==> src/hdl/rhd_pkg.sv <==
// Package with the shared constants and the result type of the cartridge header decoder.
package rhd_pkg;

  // Header signature bytes "NES" followed by the end-of-file marker.
  localparam logic [7:0] MagicB0 = 8'h4E;
  localparam logic [7:0] MagicB1 = 8'h45;
  localparam logic [7:0] MagicB2 = 8'h53;
  localparam logic [7:0] MagicB3 = 8'h1A;

  // Byte 7 bits 3:2 carry this code in a version two header.
  localparam logic [1:0] Nes2IdCode = 2'b10;

  // Size nibble code that selects the exponent-multiplier form.
  localparam logic [3:0] ExpFormNibble = 4'hF;

  // RAM sizes.
  localparam logic [21:0] OldWorkRamBytes = 22'd8192;
  localparam logic [21:0] RamBaseBytes    = 22'd64;

  // Largest size class reported in the fabric flags word.
  localparam logic [2:0] MaxSizeClass = 3'd7;

  typedef struct packed {
    logic        header_ok;
    logic        is_version_two;
    logic [11:0] mapper_number;
    logic [3:0]  submapper_number;
    logic [31:0] prg_size_bytes;
    logic [31:0] chr_size_bytes;
    logic [21:0] work_ram_bytes;
    logic [21:0] saved_ram_bytes;
    logic [1:0]  tv_region;
    logic [4:0]  cart_bits;
    logic [63:0] fabric_flags;
  } rhd_result_t;

endpackage

==> src/hdl/rhd_in_if.sv <==
// Input channel interface: one header transaction as two 64-bit words.
interface rhd_in_if;
  logic        valid;
  logic        ready;
  logic [63:0] header_low;
  logic [63:0] header_high;

  modport source (output valid, output header_low, output header_high, input ready);
  modport sink (input valid, input header_low, input header_high, output ready);
endinterface

==> src/hdl/rhd_out_if.sv <==
// Output channel interface: one decoded header transaction.
interface rhd_out_if;
  logic        valid;
  logic        ready;
  logic        header_ok;
  logic        is_version_two;
  logic [11:0] mapper_number;
  logic [3:0]  submapper_number;
  logic [31:0] prg_size_bytes;
  logic [31:0] chr_size_bytes;
  logic [21:0] work_ram_bytes;
  logic [21:0] saved_ram_bytes;
  logic [1:0]  tv_region;
  logic [4:0]  cart_bits;
  logic [63:0] fabric_flags;

  modport source (
    output valid, output header_ok, output is_version_two, output mapper_number,
    output submapper_number, output prg_size_bytes, output chr_size_bytes,
    output work_ram_bytes, output saved_ram_bytes, output tv_region,
    output cart_bits, output fabric_flags, input ready
  );
  modport sink (
    input valid, input header_ok, input is_version_two, input mapper_number,
    input submapper_number, input prg_size_bytes, input chr_size_bytes,
    input work_ram_bytes, input saved_ram_bytes, input tv_region,
    input cart_bits, input fabric_flags, output ready
  );
endinterface

==> src/hdl/rhd_rom_size.sv <==
// ROM size decoder: byte count in both size forms plus the clamped log2 size class.
module rhd_rom_size (
  input  logic [3:0]  msb_nib_i,
  input  logic [7:0]  lsb_i,
  input  logic        v2_i,
  input  logic        prg_sel_i,
  output logic [31:0] size_o,
  output logic [2:0]  class_o
);
  import rhd_pkg::*;

  logic [11:0] base;
  logic [31:0] lin_size;
  logic [4:0]  exp_shift;
  logic [2:0]  odd_mult;
  logic [34:0] exp_wide;
  logic [31:0] exp_size;
  logic        use_exp;
  logic [19:0] units;

  // Multiplier form: the old format has no high nibble.
  assign base     = v2_i ? {msb_nib_i, lsb_i} : {4'h0, lsb_i};
  assign lin_size = prg_sel_i ? {6'h00, base, 14'h0000} : {7'h00, base, 13'h0000};

  // Exponent form: 2^E * (2M+1), saturating at the all-ones value.
  assign exp_shift = lsb_i[6:2];
  assign odd_mult  = {lsb_i[1:0], 1'b1};
  assign exp_wide  = {32'h0, odd_mult} << exp_shift;
  assign exp_size  = (lsb_i[7] || (|exp_wide[34:32])) ? 32'hFFFF_FFFF : exp_wide[31:0];

  assign use_exp = v2_i && (msb_nib_i == ExpFormNibble);
  assign size_o  = use_exp ? exp_size : lin_size;

  // Unit count rounded up; a zero size gives class zero either way.
  always_comb begin
    if (prg_sel_i) begin
      units = {2'b00, size_o[31:14]} + {19'h0, |size_o[13:0]};
    end else begin
      units = {1'b0, size_o[31:13]} + {19'h0, |size_o[12:0]};
    end
  end

  // Smallest class whose power of two covers the unit count.
  always_comb begin
    class_o = MaxSizeClass;
    for (int c = 6; c >= 0; c--) begin
      if (units <= (20'h1 << c)) begin
        class_o = 3'(c);
      end
    end
  end

endmodule

==> src/hdl/rhd_decode.sv <==
// Header field decode: magic check, format detection, mapper, sizes and flag packing.
module rhd_decode (
  input  logic [63:0]         header_low_i,
  input  logic [63:0]         header_high_i,
  output rhd_pkg::rhd_result_t result_o
);
  import rhd_pkg::*;

  logic [7:0]  b4, b5, b6, b7, b8, b9, b10, b12;
  logic        magic_ok;
  logic        v2;
  logic        dirty;
  logic [11:0] mapper;
  logic [3:0]  sub;
  logic [31:0] prg_size, chr_size;
  logic [2:0]  prg_class, chr_class;
  logic        chr_ram;

  assign b4  = header_low_i[39:32];
  assign b5  = header_low_i[47:40];
  assign b6  = header_low_i[55:48];
  assign b7  = header_low_i[63:56];
  assign b8  = header_high_i[7:0];
  assign b9  = header_high_i[15:8];
  assign b10 = header_high_i[23:16];
  assign b12 = header_high_i[39:32];

  assign magic_ok = header_low_i[31:0] == {MagicB3, MagicB2, MagicB1, MagicB0};
  assign v2       = b7[3:2] == Nes2IdCode;

  // Old headers with junk in bytes 9 to 15 keep only the low mapper nibble.
  assign dirty = |header_high_i[63:8];

  always_comb begin
    if (v2) begin
      mapper = {b8[3:0], b7[7:4], b6[7:4]};
    end else if (dirty) begin
      mapper = {8'h00, b6[7:4]};
    end else begin
      mapper = {4'h0, b7[7:4], b6[7:4]};
    end
  end

  assign sub = v2 ? b8[7:4] : 4'h0;

  rhd_rom_size u_prg_size (
    .msb_nib_i (b9[3:0]),
    .lsb_i     (b4),
    .v2_i      (v2),
    .prg_sel_i (1'b1),
    .size_o    (prg_size),
    .class_o   (prg_class)
  );

  rhd_rom_size u_chr_size (
    .msb_nib_i (b9[7:4]),
    .lsb_i     (b5),
    .v2_i      (v2),
    .prg_sel_i (1'b0),
    .size_o    (chr_size),
    .class_o   (chr_class)
  );

  assign chr_ram = chr_size == 32'h0;

  // Assemble the result; a bad signature leaves everything zero.
  always_comb begin
    result_o = '0;
    if (magic_ok) begin
      result_o.header_ok        = 1'b1;
      result_o.is_version_two   = v2;
      result_o.mapper_number    = mapper;
      result_o.submapper_number = sub;
      result_o.prg_size_bytes   = prg_size;
      result_o.chr_size_bytes   = chr_size;
      if (v2) begin
        result_o.work_ram_bytes  = (b10[3:0] == 4'h0) ? 22'h0 : (RamBaseBytes << b10[3:0]);
        result_o.saved_ram_bytes = (b10[7:4] == 4'h0) ? 22'h0 : (RamBaseBytes << b10[7:4]);
        result_o.tv_region       = b12[1:0];
      end else begin
        result_o.work_ram_bytes  = OldWorkRamBytes;
        result_o.saved_ram_bytes = 22'h0;
        result_o.tv_region       = {1'b0, b9[0]};
      end
      result_o.cart_bits              = {chr_ram, b6[3:0]};
      result_o.fabric_flags[7:0]      = mapper[7:0];
      result_o.fabric_flags[10:8]     = prg_class;
      result_o.fabric_flags[13:11]    = chr_class;
      result_o.fabric_flags[14]       = b6[0];
      result_o.fabric_flags[15]       = chr_ram;
      result_o.fabric_flags[16]       = b6[3];
      result_o.fabric_flags[20:17]    = mapper[11:8];
      result_o.fabric_flags[24:21]    = sub;
      result_o.fabric_flags[25]       = b6[1];
      result_o.fabric_flags[35]       = v2;
      result_o.fabric_flags[37:36]    = result_o.tv_region;
    end
  end

endmodule

==> src/hdl/rom_header_decoder_top.sv <==
// An accepted header is held in the input register; the decode sits between the input and result registers,
// and the result register loads when its stage can advance. Throughput: one header per cycle while ready is high.
// A stalled result blocks a full input stage, but an empty stage always loads.
// Reset (asynchronous, active low) clears the two stage valid flags only.
// Top level of the cartridge header decoder.
module rom_header_decoder_top (
  input  logic        clk_i,
  input  logic        rst_ni,
  rhd_in_if.sink      hdr_i,
  rhd_out_if.source   res_o
);
  import rhd_pkg::*;

  logic        s1_valid_q;
  logic [63:0] hdr_low_q;
  logic [63:0] hdr_high_q;
  logic        out_valid_q;
  rhd_result_t res_q;
  rhd_result_t res_d;
  logic        out_adv;
  logic        s1_adv;

  // Stage advance: a stage loads when it is empty or its contents move on.
  assign out_adv     = !out_valid_q || res_o.ready;
  assign s1_adv      = !s1_valid_q || out_adv;
  assign hdr_i.ready = s1_adv;

  // Valid flags of the two stages.
  always_ff @(posedge clk_i or negedge rst_ni) begin
    if (!rst_ni) begin
      s1_valid_q  <= 1'b0;
      out_valid_q <= 1'b0;
    end else begin
      if (s1_adv) begin
        s1_valid_q <= hdr_i.valid;
      end
      if (out_adv) begin
        out_valid_q <= s1_valid_q;
      end
    end
  end

  // Payload registers.
  always_ff @(posedge clk_i) begin
    if (s1_adv && hdr_i.valid) begin
      hdr_low_q  <= hdr_i.header_low;
      hdr_high_q <= hdr_i.header_high;
    end
    if (out_adv && s1_valid_q) begin
      res_q <= res_d;
    end
  end

  rhd_decode u_decode (
    .header_low_i  (hdr_low_q),
    .header_high_i (hdr_high_q),
    .result_o      (res_d)
  );

  // Result channel.
  assign res_o.valid            = out_valid_q;
  assign res_o.header_ok        = res_q.header_ok;
  assign res_o.is_version_two   = res_q.is_version_two;
  assign res_o.mapper_number    = res_q.mapper_number;
  assign res_o.submapper_number = res_q.submapper_number;
  assign res_o.prg_size_bytes   = res_q.prg_size_bytes;
  assign res_o.chr_size_bytes   = res_q.chr_size_bytes;
  assign res_o.work_ram_bytes   = res_q.work_ram_bytes;
  assign res_o.saved_ram_bytes  = res_q.saved_ram_bytes;
  assign res_o.tv_region        = res_q.tv_region;
  assign res_o.cart_bits        = res_q.cart_bits;
  assign res_o.fabric_flags     = res_q.fabric_flags;

  // An accepted transaction always lands in the first stage.
  a_accept_fills_s1 : assert property (@(posedge clk_i) disable iff (!rst_ni)
    hdr_i.valid && hdr_i.ready |=> s1_valid_q)
    else $error("accepted header did not reach the input stage");

  // A bad signature zeroes the flags word, mapper number, work RAM size and cart bits.
  a_bad_magic_zero : assert property (@(posedge clk_i) disable iff (!rst_ni)
    res_o.valid && !res_o.header_ok |-> res_o.fabric_flags == 64'h0 &&
      res_o.mapper_number == 12'h0 && res_o.work_ram_bytes == 22'h0 &&
      res_o.cart_bits == 5'h0)
    else $error("bad signature result carries nonzero fields");

  // The packed flags word agrees with the separate fields.
  a_flags_consistent : assert property (@(posedge clk_i) disable iff (!rst_ni)
    res_o.valid |-> res_o.fabric_flags[7:0] == res_o.mapper_number[7:0] &&
      res_o.fabric_flags[35] == res_o.is_version_two &&
      res_o.fabric_flags[15] == res_o.cart_bits[4] &&
      res_o.fabric_flags[37:36] == res_o.tv_region)
    else $error("fabric flags disagree with decoded fields");

  // The character RAM flag marks exactly a zero-size character ROM.
  a_chr_ram_flag : assert property (@(posedge clk_i) disable iff (!rst_ni)
    res_o.valid |-> res_o.cart_bits[4] ==
      (res_o.header_ok && res_o.chr_size_bytes == 32'h0))
    else $error("character RAM flag does not match character ROM size");

endmodule

==> src/flat_wrapper.sv <==
// flat-port wrapper written by rule: the top's interface ports become plain ports
module rom_header_decoder_top_flat import rhd_pkg::*;
  (clk_i, rst_ni, hdr_i_valid, hdr_i_header_low, hdr_i_header_high, hdr_i_ready, res_o_valid, res_o_header_ok, res_o_is_version_two, res_o_mapper_number, res_o_submapper_number, res_o_prg_size_bytes, res_o_chr_size_bytes, res_o_work_ram_bytes, res_o_saved_ram_bytes, res_o_tv_region, res_o_cart_bits, res_o_fabric_flags, res_o_ready);
  rhd_in_if hdr_i_i ();
  rhd_out_if res_o_i ();
  input  logic clk_i;
  input  logic rst_ni;
  input wire logic [$bits(hdr_i_i.valid)-1:0] hdr_i_valid;
  input wire logic [$bits(hdr_i_i.header_low)-1:0] hdr_i_header_low;
  input wire logic [$bits(hdr_i_i.header_high)-1:0] hdr_i_header_high;
  output wire logic [$bits(hdr_i_i.ready)-1:0] hdr_i_ready;
  output wire logic [$bits(res_o_i.valid)-1:0] res_o_valid;
  output wire logic [$bits(res_o_i.header_ok)-1:0] res_o_header_ok;
  output wire logic [$bits(res_o_i.is_version_two)-1:0] res_o_is_version_two;
  output wire logic [$bits(res_o_i.mapper_number)-1:0] res_o_mapper_number;
  output wire logic [$bits(res_o_i.submapper_number)-1:0] res_o_submapper_number;
  output wire logic [$bits(res_o_i.prg_size_bytes)-1:0] res_o_prg_size_bytes;
  output wire logic [$bits(res_o_i.chr_size_bytes)-1:0] res_o_chr_size_bytes;
  output wire logic [$bits(res_o_i.work_ram_bytes)-1:0] res_o_work_ram_bytes;
  output wire logic [$bits(res_o_i.saved_ram_bytes)-1:0] res_o_saved_ram_bytes;
  output wire logic [$bits(res_o_i.tv_region)-1:0] res_o_tv_region;
  output wire logic [$bits(res_o_i.cart_bits)-1:0] res_o_cart_bits;
  output wire logic [$bits(res_o_i.fabric_flags)-1:0] res_o_fabric_flags;
  input wire logic [$bits(res_o_i.ready)-1:0] res_o_ready;
  assign hdr_i_i.valid = hdr_i_valid;
  assign hdr_i_i.header_low = hdr_i_header_low;
  assign hdr_i_i.header_high = hdr_i_header_high;
  assign hdr_i_ready = hdr_i_i.ready;
  assign res_o_valid = res_o_i.valid;
  assign res_o_header_ok = res_o_i.header_ok;
  assign res_o_is_version_two = res_o_i.is_version_two;
  assign res_o_mapper_number = res_o_i.mapper_number;
  assign res_o_submapper_number = res_o_i.submapper_number;
  assign res_o_prg_size_bytes = res_o_i.prg_size_bytes;
  assign res_o_chr_size_bytes = res_o_i.chr_size_bytes;
  assign res_o_work_ram_bytes = res_o_i.work_ram_bytes;
  assign res_o_saved_ram_bytes = res_o_i.saved_ram_bytes;
  assign res_o_tv_region = res_o_i.tv_region;
  assign res_o_cart_bits = res_o_i.cart_bits;
  assign res_o_fabric_flags = res_o_i.fabric_flags;
  assign res_o_i.ready = res_o_ready;
  rom_header_decoder_top u_core (.clk_i(clk_i), .rst_ni(rst_ni), .hdr_i(hdr_i_i), .res_o(res_o_i));
endmodule
==> config.mk <==
export PLATFORM = sky130hd
export DESIGN_NAME = rom_header_decoder_top_flat
export DESIGN_NICKNAME = d
export VERILOG_FILES = /design/src/hdl/rhd_pkg.sv /design/src/hdl/rhd_in_if.sv /design/src/hdl/rhd_out_if.sv /design/src/hdl/rhd_rom_size.sv /design/src/hdl/rhd_decode.sv /design/src/hdl/rom_header_decoder_top.sv /design/src/flat_wrapper.sv
export SDC_FILE = /design/constraint.sdc
export NUM_CORES = 1
export LEC_CHECK = 0
export ABC_AREA = 1
export BUFFER_PORTS_ARGS = -buffer_cell sky130_fd_sc_hd__buf_2
export CORE_MARGIN = 5
export CORE_UTILIZATION = 51
export CTS_CLUSTER_SIZE = 25
export DETAILED_ROUTE_END_ITERATION = 6
export PLACE_DENSITY = 0.83
export SYNTH_ARGS = -nofsm -noshare
export SYNTH_HDL_FRONTEND = slang
export SYNTH_HIERARCHICAL = 1
export SYNTH_SLANG_ARGS = --single-unit
==> constraint.sdc <==
create_clock -name clk_i -period 11.2 [get_ports clk_i]
set_input_delay 1.12 -clock clk_i [delete_from_list [all_inputs] [get_ports clk_i]]
set_output_delay 1.12 -clock clk_i [all_outputs]
set_load 0.02 [all_outputs]
==> results of run 1 <==
flip-flops by register name, summed over array words and instances (netlist names):
signal                         count
u_core/hdr_high_q                 64
u_core/res_o.fabric_flags         64
u_core/hdr_low_q                  62
u_core/res_o.chr_size_bytes       32
u_core/res_o.prg_size_bytes       32
u_core/res_o.saved_ram_bytes      22
u_core/res_o.work_ram_bytes       22
u_core/res_o.mapper_number        12
u_core/res_o.cart_bits             5
u_core/res_o.submapper_number      4
u_core/res_o.tv_region             2
u_core/res_o.header_ok             1
u_core/res_o.is_version_two        1
u_core/res_o.valid                 1
u_core/s1_valid_q                  1
layer usage:
layer | track usage, % | share of wire, % | vias to the layer above
met1 | 29.7 | 40 | 6106
met3 | 8.22 | 12 | 80
met2 | 38.2 | 46 | 698
met4 | 6.91 | 2.6 | 2
li1 | - | - | 6362
met5 | 0 | 0.029 | -
area by class of cell:
| type | count | area, um^2 |
|---|---|---|
| diodes | 1 | 2.50 |
| clock buffers | 46 | 917 |
| clock inverters | 18 | 160 |
| fillers | 2724 | 13000 |
| inverters | 226 | 853 |
| multi-input cells | 1154 | 5570 |
| flip-flops and latches | 325 | 9750 |
| well taps | 442 | 553 |
| repair buffers | 335 | 1710 |
cells in the final DEF (no fill, tap or decap), types with 21 or more instances in the layout:
cell type / n
nand2_1: 336
buf_2: 328
edfxtp_1: 323
nor2_1: 312
inv_1: 212
nand3_1: 159
conb_1: 52
nand4_1: 51
o21ai_0: 49
nor2_2: 36
clkbuf_16: 35
a21oi_1: 25
nand2_2: 21
power groups by stage:
stage                     Clock (mW)  Sequential [mW]  Combinational, mW
after floorplan                    0             1.55              0.206
after global placement             0             1.48              0.358
after detailed placement           0             1.49              0.365
after CTS                       1.10             1.46              0.367
after global routing            1.16             1.47              0.406
final                           1.08             1.46              0.373
worst min path at each step:
stage                                        from                        endpoint  slack [ns]  cells past startpoint
finish                                     rst_ni  u_core/res_o.valid$_DFFE_PN0P_        0.38                      1
global route                               rst_ni  u_core/res_o.valid$_DFFE_PN0P_        0.35                      1
CTS                                        rst_ni  u_core/res_o.valid$_DFFE_PN0P_        0.36                      1
detailed placement  u_core/s1_valid_q$_DFFE_PN0P_  u_core/res_o.valid$_DFFE_PN0P_        0.53                      2
global placement    u_core/s1_valid_q$_DFFE_PN0P_  u_core/res_o.valid$_DFFE_PN0P_        0.51                      2
floorplan           u_core/s1_valid_q$_DFFE_PN0P_  u_core/res_o.valid$_DFFE_PN0P_        0.48                      2
critical path, stage by stage (launching register included):
cell and delay (ns):
edfxtp_1 0.37, nor2_2 0.11, buf_4 0.29, nand2_1 0.17, nor2_4 0.61, inv_2 0.18
o211ai_1 0.16, a21boi_1 0.50, ha_1 0.31, inv_1 0.11, nor2_2 0.21, nand2_2 0.12
nor2_2 0.16, nand3_1 0.11, nand3_1 0.09, nand2_1 0.08, inv_2 0.06, nand2_2 0.06
nor2_4 0.11, nand2_1 0.08, nor2_2 0.14, nand3_1 0.11, nor2_1 0.12, a21oi_1 0.05
inv_1 0.05, nor2_1 0.04
==> metrics, run 1 <==
outcome finished, violations left; failing checks DRC; post-route worst setup slack 6.52 ns; Static Leak 8.54 nW; Clock Path Buffers 3; RSZ-0062 raised after global routing no; CTS tree done; die area 36700 um^2; Final #Nets 2219; worst path required time 11.45 ns; Logic pwr share 12.8%; Worst Setup Path Type reg -> reg; final wirelength 44200 um; Crit Path Max Fanout 36; largest net degree at the start of global routing 168; routability cong. 0.976; TritonRoute pass-1 iters 7; fin crit share 41.8%; row count 66; CP startpoint kind flip-flop; Final Hold Fails 0; flop2flop setup slack 6.52 ns; Post-Synthesis Cell Area 16800 um^2; pwr/cell area 149 nW/um^2; P_int 2.16 mW; Final Slew Violations 0; first-pass GRT wire length 67500 um; vias per cell 5.20; die width 192 um; Starting Density 51.7%; skew final 0.0204 ns; non-filler cells, final 2547; total global-route track usage 23.4%; Worst-Margin Slew 1.08 ns; switch share 25.9%; worst reg2reg path depth 25; clock root cell clkbuf_16; worst slack, placed 6.67 ns; Post-DRT Antenna Nets 0; Iter 0 DRT Violations 1118; Flop pwr share 50.2%; sw power 0.755 mW; number of remaining DRC errors 1; Clock power frac 37.0%; Setup Buffers After CTS 0; H-tree lvl count 2; Critical Path Sink Type flip-flop; dpl cells 2482; Area Overhead vs Synth 16.1%; RR Endpoint u_core/res_o.fabric_flags[8]$_DFFE_PP_; Post-CTS Resized 0; initial antenna violation count 1; min Tclk post-route 4.68 ns; vias in the first global route 12700; GRT overflow 0; Clock Latency Late Sink 0.53 ns; Hold-fix buffers, CTS 0; Max Freq 214 MHz; WL per Instance 17.4 um; IO Count 331; Core Box Area 32500 um^2; Synth Area per Inst 9.43 um^2; max_cap viols 0; dpl hpwl 33000 um; setup_tns 0 ns; final core occ 60.0%; area of placed instances 18400 um^2; hold crit path type in -> async; Yosys warning total 6; r2r startpoint u_core/hdr_low_q[58]$_DFFE_PP_; die height 192 um; Vias 13200; Worst Setup SP u_core/hdr_low_q[58]$_DFFE_PP_; final hold slack 0.375 ns; CTS Buf Count 35; Post-Synthesis Cells 1783; final instance area 19500 um^2; crit path to u_core/res_o.fabric_flags[8]$_DFFE_PP_; final total power 2.91 mW; slew margin rel. 27.8%; WP data arrival 4.93 ns; PortBufs 328; CTS clk-pin slew, worst paths 0.06 ns; Setup Viol. Count Final 0; clock sinks 325; maximum VDD drop 0.000238 V; layout cells sized above 1 24.1%
No activity file was read; power rests on OpenSTA's default activity.
==> run 2, diff against run 1 <==
ABC_AREA = 0   (was 1)
CORE_UTILIZATION = 56   (was 51)
PLACE_DENSITY = 0.86   (was 0.83)
clock period = 4.8 ns   (was 11.2 ns; I/O delays follow)
==> run 2 against run 1 <==
Compared with the run above:
- the run now ends clean
- critical path depth down 8
- clock-buffer cell count down 9
- clock skew down 0.0019 ns
- sequential cell count unchanged
- die area down 13%
- setup slack worse by 6.4 ns
- final cell count down 20%
- clock power up 130%
- worst hold slack worse by 0.25 ns
- total power up 130%
- global-route usage up 1.7 points
- utilization up 8.6 points
- largest cell class unchanged
- largest power group unchanged
==> metrics, run 2 <==
area of placed instances 17900 um^2; Final Slew Violations 0; min Tclk post-route 4.64 ns; outcome finished, final reports clean; Worst-Margin Slew 1.07 ns; Static Leak 7.60 nW; clock root cell clkbuf_16; Crit Path Max Fanout 8; most common cell after layout, fill and taps aside buf_2; clock sinks 325; Setup Viol. Count Final 0; dpl hpwl 29600 um; total global-route track usage 25.1%; Clock Latency Late Sink 0.52 ns; Clock Path Buffers 3; CTS tree done; TritonRoute pass-1 iters 6; Post-Synthesis Cells 1295; Post-DRT Antenna Nets 0; WP data arrival 4.93 ns; max_cap viols 0; Vias 11700; maximum VDD drop 0.000416 V; vias per cell 5.72; final wirelength 41000 um; CP startpoint kind flip-flop; slew margin rel. 28.4%; initial antenna violation count 1; setup_tns 0 ns; vias in the first global route 11400; most frequent cells in the layout 328 x buf_2, 323 x edfxtp_1, 91 x and2_1, 74 x nand2_1, 74 x nor2_1; RSZ-0062 raised after global routing no; die area 32000 um^2; row count 61; die width 179 um; skew final 0.0186 ns; Post-Synthesis Cell Area 16000 um^2; layout cells sized above 1 31.3%; WL per Instance 20.1 um; pwr/cell area 355 nW/um^2; fin crit share 96.7%; Iter 0 DRT Violations 1030; Max Freq 215 MHz; CTS clk-pin slew, worst paths 0.06 ns; Area Overhead vs Synth 20.1%; CTS Buf Count 34; first-pass GRT wire length 62300 um; final instance area 19200 um^2; Critical Path Sink Type flip-flop; routability cong. 0.972; die height 179 um; non-filler cells, final 2046; Yosys warning total 6; largest net degree at the start of global routing 95; Core Box Area 27900 um^2; GRT overflow 0; number of remaining DRC errors 0; hold crit path type in -> reg; H-tree lvl count 2; Synth Area per Inst 12.3 um^2; worst path required time 5.08 ns; PortBufs 328; Worst Setup Path Type reg -> reg; Final #Nets 1790; IO Count 331; Starting Density 57.1%; dpl cells 1982; Final Hold Fails 0
[run 2: per-layer routing]
metal  part of all wire [%]  vias up  track usage [%]
li1                       -     5494                -
met4                    3.4        0             8.89
met1                     39     5506             32.2
met2                     50      598             42.8
met3                    8.1       95             4.85
met5                      0        -                0
[run 2: power by group]
group / internal (mW) / switching, mW
logic: 0.311 / 0.592
clock network: 1.47 / 1.04
registers: 3.33 / 0.0641
total: 5.11 / 1.70
[run 2: final timing paths]
kind / from / endpoint / slack (ns) / cells past startpoint
min in group asynchronous: rst_ni / u_core/s1_valid_q$_DFFE_PN0P_ / 0.28 / 2
max in group asynchronous: rst_ni / u_core/res_o.valid$_DFFE_PN0P_ / 4.42 / 2
setup reg to reg: u_core/hdr_low_q[33]$_DFFE_PP_ / u_core/res_o.fabric_flags[9]$_DFFE_PP_ / 0.16 / 17
hold reg to reg: u_core/hdr_low_q[50]$_DFFE_PP_ / u_core/res_o.cart_bits[2]$_DFFE_PP_ / 0.52 / 1
setup / recovery: u_core/hdr_low_q[33]$_DFFE_PP_ / u_core/res_o.fabric_flags[9]$_DFFE_PP_ / 0.16 / 17
hold / removal: hdr_i_header_high[20] / u_core/hdr_high_q[20]$_DFFE_PP_ / 0.13 / 1
[run 2: stage by stage]
stage | total power, mW | util [%] | setup WS (ns) | hold WS (ns)
global placement | 4.29 | 64.1 | 0.183 | 0.267
floorplan | 4.03 | - | 0.00550 | 0.184
global route | 7.08 | 68.6 | 0.0170 | 0.107
CTS | 6.82 | 67.9 | 0.0509 | 0.109
detailed placement | 4.31 | 64.1 | 0.0833 | 0.273
finish | 6.80 | 68.6 | 0.157 | 0.130
[run 2: layout make-up]
cell class / instances / area [um^2]
Sequential cell: 325 / 9750
Fill cell: 2061 / 8780
Multi-Input combinational cell: 852 / 5440
Timing Repair Buffer: 407 / 2310
Clock buffer: 37 / 862
Tap cell: 378 / 473
Clock inverter: 18 / 208
Inverter: 28 / 110
Antenna cell: 1 / 2.50
[run 2: worst max-delay path, stage by stage, from the launching register on]
cell	delay, ns
edfxtp_1	0.41
buf_6	0.17
and3b_1	0.19
o21a_1	0.18
or2_4	0.26
a21oi_1	0.13
nor2_1	0.06
or3_1	0.36
or4_4	0.57
or2_4	0.27
ha_4	0.17
nand2_1	0.07
a2111oi_1	0.08
xnor2_1	0.17
nand4_1	0.13
or4_4	0.57
or4_1	0.49
and2_1	0.14
[run 2: timing repair]
action | CTS | global route
endpoints found under the hold margin | 2 | 0
buffers inserted | 0 | 6
hold buffers | 1 | 0
resized for setup | 0 | 27
setup endpoints to repair | 0 | 5
==> run 3, diff against run 2 <==
GPL_TIMING_DRIVEN = 0   (was not set)
clock period = 4.9 ns   (was 4.8 ns; I/O delays follow)
==> run 3 against run 2 <==
Compared with the run above:
- maximum frequency down 4.1%
- critical path depth is 5 higher
- clock power shrank 6%
- worst hold slack gained 0.0071 ns
- largest cell class unchanged
- largest power group unchanged
==> metrics, run 3 (synthesized netlist as in run 2, its figures left out) <==
outcome finished, final reports clean; pwr/cell area 335 nW/um^2; routability cong. 0.993; Logic pwr share 14.2%; CTS Buf Count 34; initial antenna violation count 4; routing usage on met1 35.2%; most common cell after layout, fill and taps aside buf_2; Final #Nets 1872; vias per cell 5.74; Clock power frac 35.7%; Crit Path Max Fanout 11; GRT overflow 0; Core Box Area 27900 um^2; first-pass GRT wire length 66300 um; global routing usage on met2 44.8%; RSZ-0062 raised after global routing yes; largest net degree at the start of global routing 82; layout cells sized above 1 34.9%; clock sinks 325; dpl hpwl 32400 um; Starting Density 57.1%; number of remaining DRC errors 0; PortBufs 328; final hold slack 0.137 ns; P_int 4.93 mW; CP startpoint kind flip-flop; TritonRoute pass-1 iters 6; Setup Viol. Count Final 0; final core occ 70.9%; slew margin rel. 35.8%; total global-route track usage 26.7%; Final Slew Violations 0; hold crit path type in -> reg; max_cap viols 0; min Tclk post-route 4.84 ns; most frequent cells in the layout 346 x buf_2, 323 x edfxtp_1, 103 x buf_4, 89 x and2_1, 72 x nor2_1; WL per Instance 20.5 um; Max Freq 207 MHz; row count 61; Flop pwr share 50.1%; Worst Setup Path Type reg -> reg; Critical Path Sink Type flip-flop; final total power 6.63 mW; switch share 25.6%; Iter 0 DRT Violations 1076; Post-DRT Antenna Nets 0; fin crit share 98.8%; skew final 0.0271 ns; Worst-Margin Slew 0.962 ns; die width 179 um; worst slack, placed -0.942 ns; WP data arrival 5.10 ns; Clock Latency Late Sink 0.52 ns; die height 179 um; worst path required time 5.16 ns; sw power 1.70 mW; setup_tns 0 ns; clock root cell clkbuf_16; Clock Path Buffers 3; Vias 12300; die area 32000 um^2; maximum VDD drop 0.000303 V; vias in the first global route 11900; met3 Usage GRT 5.53%; post-route worst setup slack 0.0605 ns; final wirelength 43800 um; CTS clk-pin slew, worst paths 0.06 ns; Final Hold Fails 0; Area Overhead vs Synth 24.2%; GR peak layer met2; Static Leak 8.02 nW; H-tree lvl count 2; CTS tree done; IO Count 331
run 3: changes by cell type in the layout (fill, tap and decap cells not counted), sizes merged:
cell      delta
diode        +2
inv          +3
bufinv       -2
buf         +60
clkinvlp     +1
clkinv       +1
clkbuf      +24
run 3: critical path, cell delays in order, from the launching register on:
cell and delay [ns]:
edfxtp_1 0.36, nand2b_1 0.13, buf_12 0.16, clkinv_16 0.07, and2_4 0.17, nand2_4 0.06, buf_6 0.12, buf_8 0.12
a21oi_1 0.06, nor3_2 0.16, nand2_1 0.08, or4_4 0.43, or4_4 0.59, or2_4 0.31, ha_4 0.19, and2_4 0.15
nand2_4 0.08, nand3b_1 0.16, a31oi_4 0.31, or2_4 0.17, nand2_1 0.05, or4_4 0.49, and2_1 0.14
run 3: final cells by class:
cell class              instances  area, um^2
well taps                     378         473
plain buffers                 135         971
inverters                      28         136
flip-flops and latches        325        9750
clock buffers                  40         873
fillers                      2002        8120
clock inverters                20         154
diodes                          3        7.51
repair inverters                1        11.3
multi-input cells             852        5550
repair buffers                353        1890
run 3: power by group through the flow:
stage	logic, mW	clock network, mW	registers, mW
4_1_cts	0.883	2.42	3.32
6_report	0.938	2.37	3.32
2_1_floorplan	0.431	0	3.51
3_5_place_dp	0.866	0	3.38
3_3_place_gp	0.838	0	3.39
5_1_grt	0.999	2.56	3.34
run 3: path summary, 6_finish.rpt:
check | slack (ns) | to | depth (start not counted) | from
setup / recovery | 0.06 | u_core/res_o.fabric_flags[10]$_DFFE_PP_ | 22 | u_core/hdr_low_q[59]$_DFFE_PP_
hold / removal | 0.14 | u_core/hdr_low_q[14]$_DFFE_PP_ | 1 | hdr_i_header_low[14]
setup reg to reg | 0.06 | u_core/res_o.fabric_flags[10]$_DFFE_PP_ | 22 | u_core/hdr_low_q[59]$_DFFE_PP_
hold reg to reg | 0.54 | u_core/res_o.cart_bits[2]$_DFFE_PP_ | 1 | u_core/hdr_low_q[50]$_DFFE_PP_
max in group asynchronous | 4.51 | u_core/res_o.valid$_DFFE_PN0P_ | 2 | rst_ni
min in group asynchronous | 0.30 | u_core/s1_valid_q$_DFFE_PN0P_ | 2 | rst_ni
run 3: metrics by stage:
step,std cells,cell area [um^2]
after floorplan,1348,16200
final,2135,19800
after CTS,2116,19500
after global placement,2054,18300
after global routing,2135,19800
after detailed placement,2057,18400
run 3: per-layer routing:
metal / up-vias / part of all wire (%)
met5: - / 0.030
met4: 2 / 2.8
met3: 96 / 8.7
met2: 618 / 49
met1: 5882 / 39
li1: 5656 / -
run 3: repair_timing:
action	in CTS	in global routing
hold buffers	1	0
cloned	0	1
pin swaps	4	14
gates resized for setup	35	46
endpoints found under the setup margin	6	6
buffers inserted	4	17
hold endpoints to repair	2	0
